File: src/design/smk_pkg.sv
`default_nettype none

package smk_pkg;

   localparam int DEF_MAX_ENTRIES = 32;
   localparam int DEF_MAX_LEN = 32;

   localparam logic [5:0] ENTRY_COUNT_RESET = 6'd19;

   localparam logic REQ_LOAD = 1'b0;
   localparam logic REQ_MATCH = 1'b1;

   localparam logic [7:0] NAME_END = 8'h00;

   typedef enum logic [1:0] {
      MS_SEARCHING = 2'd0,
      MS_MATCHED = 2'd1,
      MS_NO_MATCH = 2'd2
   } match_status_type;

   typedef enum logic [2:0] {
      ST_IDLE,
      ST_READ,
      ST_LOWER,
      ST_UPPER,
      ST_RESULT
   } state_type;

   typedef struct packed {
      logic read;
      logic tok_load;
      logic lo_shift;
      logic hi_shift;
   } cell_ctrl_type;

endpackage

`default_nettype wire

File: src/design/smk_cell.sv
`default_nettype none

// one table entry: its bytes, the byte under the cursor, and one place of each bound token
module smk_cell
   import smk_pkg::*;
#(
   parameter int MAX_LEN = DEF_MAX_LEN,
   localparam int LW = $clog2(MAX_LEN)
) (
   input  wire logic          clock,
   input  wire logic          reset,
   input  wire cell_ctrl_type ctrl,
   input  wire logic          wr_en,
   input  wire logic [LW-1:0] wr_addr,
   input  wire logic [7:0]    wr_data,
   input  wire logic [LW-1:0] rd_addr,
   input  wire logic [7:0]    key,
   input  wire logic          set_lo,
   input  wire logic          set_hi,
   input  wire logic          lo_prev,
   input  wire logic          hi_next,
   output logic               tok_lo,
   output logic               tok_hi,
   output logic               hit_lt,
   output logic               hit_gt
);

   logic [7:0] mem [MAX_LEN];
   logic [7:0] rdata_ff;
   logic       tok_lo_ff, tok_lo_in;
   logic       tok_hi_ff, tok_hi_in;

   always_ff @(posedge clock) begin
      if (wr_en) begin
         mem[wr_addr] <= wr_data;
      end
      if (ctrl.read) begin
         rdata_ff <= mem[rd_addr];
      end
   end

   always_comb begin
      tok_lo_in = tok_lo_ff;
      tok_hi_in = tok_hi_ff;
      if (ctrl.tok_load) begin
         tok_lo_in = set_lo;
         tok_hi_in = set_hi;
      end else begin
         if (ctrl.lo_shift) begin
            tok_lo_in = lo_prev;
         end
         if (ctrl.hi_shift) begin
            tok_hi_in = hi_next;
         end
      end
   end

   always_ff @(posedge clock) begin
      if (reset) begin
         tok_lo_ff <= 1'b0;
         tok_hi_ff <= 1'b0;
      end else begin
         tok_lo_ff <= tok_lo_in;
         tok_hi_ff <= tok_hi_in;
      end
   end

   assign tok_lo = tok_lo_ff;
   assign tok_hi = tok_hi_ff;
   assign hit_lt = tok_lo_ff && (rdata_ff < key);
   assign hit_gt = tok_hi_ff && (rdata_ff > key);

endmodule

`default_nettype wire

File: config.mk
export PLATFORM = sky130hd
export DESIGN_NAME = smk_cell
export DESIGN_NICKNAME = d
export VERILOG_FILES = /design/src/design/smk_pkg.sv /design/src/design/smk_cell.sv
export SDC_FILE = /design/constraint.sdc
export NUM_CORES = 1
export LEC_CHECK = 0
export BUFFER_PORTS_ARGS = -buffer_cell sky130_fd_sc_hd__buf_2
export CORE_UTILIZATION = 30
export CTS_CLUSTER_DIAMETER = 60
export DETAILED_ROUTE_END_ITERATION = 6
export PLACE_DENSITY_LB_ADDON = 0.15
export SLEW_MARGIN = 30
export SYNTH_ARGS = -nofsm -noshare
export SYNTH_HDL_FRONTEND = slang
export SYNTH_SLANG_ARGS = --single-unit
File: constraint.sdc
create_clock -name clock -period 3.74 [get_ports clock]
set_input_delay 0.561 -clock clock [delete_from_list [all_inputs] [get_ports clock]]
set_output_delay 0.561 -clock clock [all_outputs]
set_load 0.1 [all_outputs]
# Yosys cells after proc, flatten, opt, wreduce, memory -nomap -nowiden
# Memories as Yosys holds them, arrays and structs flattened. A register that Yosys moved wholly into a read port is not among the register bits.
# Cells that the tools add are included.
[totals]
register_bits = 2
latch_bits = 0
ram_bits = 256
romBits = 0
inputBits = 37
output_inout_bits = 4
wordCells = 15
memories = 1
[mem_list]
columns = ["memory", "depth", "width", "read_ports", "rd_clocked_by_memory_dff", "wr", "line", "source"]
rows = [
  ["mem", 32, 8, 1, 1, 1, "smk_cell.sv:28", "logic [7:0] mem [MAX_LEN];"],
]
[op_classes]
n_addsub = 0
n_mul = 0
div = 0
order_cmp = 2
eq_ne = 0
shift = 0
muxes = 6
bitwise_logic = 0
n_reduce_logical = 4
[op_table]
columns = ["op", "n"]
rows = [
  ["8-bit > comparator", 1],
  ["8-bit less-than comparator", 1],
  ["1-bit two-way mux", 6],
  ["2-bit nonzero test", 2],
  ["1-bit logical AND", 2],
]

# Logic depth before layout (Yosys ltp)
[depth]
ltp_word = 2
mapped_depth = 6
mapped_depth_nobuf = 6

# Worst setup path before layout
# OpenSTA, ideal clock, no wires.
[synth_path]
kind = "input-to-output"
startpoint = "input port key[6]"
endpoint = "output port hit_lt"
arrival_time_ps = 2521
required_time_ps = 3179
path_slack_ps = 658
path_stages = 6
n_path_buf = 0
path_cell_list = "inv_1 -> ha_1 -> a21o_1 -> a21oi_1 -> o31ai_1 -> nor2_1"
[synth_via]
elab_chain_len = 2
[synth_lines]
columns = ["item", "line", "source"]
rows = [
  ["from (decl)", "smk_cell.sv:17", "input wire logic [7:0] key,"],
  ["8-bit less-than comparator", "smk_cell.sv:70", "assign hit_lt = tok_lo_ff && (rdata_ff < key);"],
  ["1-bit logical AND", "smk_cell.sv:70", ""],
  ["to (decl)", "smk_cell.sv:24", "output logic hit_lt,"],
]
# No other way between the ends.

# Worst setup path in the final report
[layout_path]
startpoint = "register rdata_ff[2] (read register of mem)"
endpoint = "output port hit_gt"
[layout_via]
elab_chain_len = 2
[layout_lines]
columns = ["item", "line", "source"]
rows = [
  ["from (decl)", "smk_cell.sv:29", "logic [7:0] rdata_ff;"],
  ["8-bit > comparator", "smk_cell.sv:71", "assign hit_gt = tok_hi_ff && (rdata_ff > key);"],
  ["1-bit logical AND", "smk_cell.sv:71", ""],
  ["to (decl)", "smk_cell.sv:25", "output logic hit_gt"],
]
# No other way between the ends.

==> out/qor.csv <==
stage;metric;value;unit
placement;# port buffers;40;
clocking;Resized Gates After CTS;0;
logic_synthesis;Main synth FF type;edfxtp_1;
placement;DP Wirelength;15090;µm
clocking;CTS tree;built;
outcome;status;finished, final reports clean;
cells_and_area;share of cells above drive strength 1;34.15;%
sta;Final Hold Vio Count;0;
sta;Setup TNS Final;0;ns
pwr;total power;6.669;mW
logic_synthesis;Ys Warns;0;
pwr;leakage power;3.837;nW
floorplan;Initial Utilization;30.79;%
critical_path;CP Data Arrival Time;2.68;ns
grt;global route overflow;0;
critical_path;Critical Path Source Type;flip-flop;
cells_and_area;multi-input logic area;0.002321;mm²
logic_synthesis;Cells after Synth;457;
grt;first-pass GRT wire length;35330;µm
route;Initial DRT Pass Iterations;4;
flow_run;max-cap violations;0;
cells_and_area;area occupied by registers;0.007968;mm²
clocking;H-tree levels;1;
pwr;power per cell area;549.6;mW/mm²
logic_synthesis;most common cell in the netlist;edfxtp_1;
sta;clock skew;0.006740;ns
grt;initial antenna violation count;0;
sta;hold_ws;0.1916;ns
clocking;CTS Buffer Depth;3;
clocking;CTS root buf;clkbuf_16;
sta;max-slew violation count;0;
critical_path;CP Data Required Time;3.18;ns
clocking;# Post-CTS Setup Buffers;0;
route;WL final;23540;µm
critical_path;WS Path Type;reg2out;
logic_synthesis;area leader, netlist;edfxtp_1;
logic_synthesis;Seq cells post-synth;266;
logic_synthesis;syn_nets;502;
logic_synthesis;Post-synth EDFFs;264;
clocking;CTS buffer count;28;
cells_and_area;# nets final;556;
grt;total track usage;13.76;%
sta;RSZ-0062 raised after global routing;no;
logic_synthesis;commonest cells in the netlist;edfxtp_1 (264), mux4_2 (80), nor2_1 (40);
clocking;hold_buf cts;0;
clocking;Clock transition at path regs;0.06;ns
logic_synthesis;Area contributors post-synth;edfxtp_1 (76%), mux4_2 (17%), nor2_1 (1.4%), ha_1 (0.96%), mux2_2 (0.86%);
route;# DRC;0;
sta;worst-margin pin slew;0.9029;ns
placement;GP Congestion;0.7685;
logic_synthesis;register area share after synthesis;76.41;%
route;DRT antenna net count;0;
floorplan;row count;67;
sta;Slew headroom;39.58;%
sta;Tmin final;3.245;ns
logic_synthesis;post-synth cell types;23;
grt;vias in the first global route;5029;
floorplan;die height;188.4;µm
route;vias per inst;4.784;
sta;fin crit share;86.77;%
critical_path;worst-path fanout max;2;
clocking;# clock sinks;266;
hold_path;HP Class;in2reg;
route;DR vias;4693;
critical_path;CP Capture Type;primary output;
logic_synthesis;synthesized area;0.01043;mm²
cells_and_area;ant diodes;0;
floorplan;full die area;0.03551;mm²
cells_and_area;area grow syn2layout;16.35;%
logic_synthesis;Post-synth ARST share;0;%
logic_synthesis;syn_area_per_cell;22.82;µm²
pwr;peak supply drop;0.3089;mV
route;Initial DRC Count;325;
logic_synthesis;top cell type's share of synthesized area;76.03;%
clocking;Clk Latency, worst-skew pair;0.53;ns
floorplan;Die Wd;188.4;µm
sta;Finish-stage setup viols;0;
floorplan;# IOs;41;
floorplan;Core Region;0.03387;mm²
sta;Fmax achieved;308.1;MHz
cells_and_area;fill cell count;3120;
grt;largest net degree at the start of global routing;65;
route;WL/cell;24.00;µm
[path summary, 6_finish.rpt]
path | startpoint | endpoint | slack [ns] | cells past startpoint
max reg2reg | mem[6][2] | rdata_ff[2] | 1.76 | 3
min reg2reg | tok_hi | tok_hi | 0.67 | 4
max | rdata_ff[2] | hit_gt | 0.49 | 6
min | reset | tok_hi | 0.19 | 2
[layout make-up]
class                      count  share of cell area (%)
sequential                   266                   65.67
multi-input combinational    161                   19.13
clock buffer                  32                   6.074
tap                          448                   4.620
timing repair buffer          44                   2.124
clock inverter                20                   2.073
inverter                      10                  0.3094
[cells in the final DEF (no fill, tap or decap)]
cell and count:
ha_1 8, or3_1 1, o311a_1 1, a21oi_1 4
clkbuf_1 3, clkbuf_16 29, dfxtp_1 2, nand3b_1 5
o221a_2 1, mux2_2 8, nor2_1 38, edfxtp_1 264
buf_4 3, clkinv_4 1, clkinv_1 5, nand3_1 4
or3b_2 3, nor2_2 2, inv_6 1, o31ai_1 1
buf_12 2, a21o_1 1, buf_2 39, nand2_1 2
clkinv_2 7, mux2i_1 2, mux4_2 80, inv_1 10
bufinv_16 6
[power breakdown]
| group | internal, mW | switching, mW | total [mW] |
|---|---|---|---|
| combinational | 0.148 | 0.217 | 0.365 |
| sequential | 3.33 | 0.0196 | 3.35 |
| clock | 1.83 | 1.13 | 2.96 |
[kinds of logic (layout without fill, tap and decap cells)]
logic type	Yosys count	in the layout	share of synthesized area (%)
flops	266	266	76.41
mux	90	90	18.33
simple gates	55	55	2.376
buf+inv	30	106	1.380
fa+ha+maj	8	8	0.9600
compound gates	8	8	0.5400
[sequential cells by signal (all words and copies together) (netlist names)]
register and count:
tok_hi 1, rdata_ff 8, tok_lo 1, mem 256
[metrics by stage]
step / utilization (%) / cells / setup slack [ns] / area (µm²)
4_1_cts: 35.81 / 981 / 0.4793 / 12130
5_1_grt: 35.82 / 981 / 0.4208 / 12130
2_1_floorplan: - / 457 / 0.6577 / 10430
3_3_place_gp: 32.89 / 929 / 0.8358 / 11140
6_report: 35.82 / 981 / 0.4946 / 12130
3_5_place_dp: 32.89 / 929 / 0.8429 / 11140
[routing by layer]
metal	share of wire [%]	global-route usage (%)	vias to the layer above
met5	0	0	-
met4	1.7	3.753	0
met3	4.8	2.608	28
met2	47	21.43	108
met1	47	19.71	2521
li1	-	-	2036
[critical path, stage by stage (launching register included)]
cell	delay, ns
edfxtp_1	0.47
ha_1	0.34
nand3_1	0.10
o221a_2	0.26
o31ai_1	0.34
o311a_1	0.23
buf_2	0.42
Note: power is estimated with default switching activity, not from simulation.
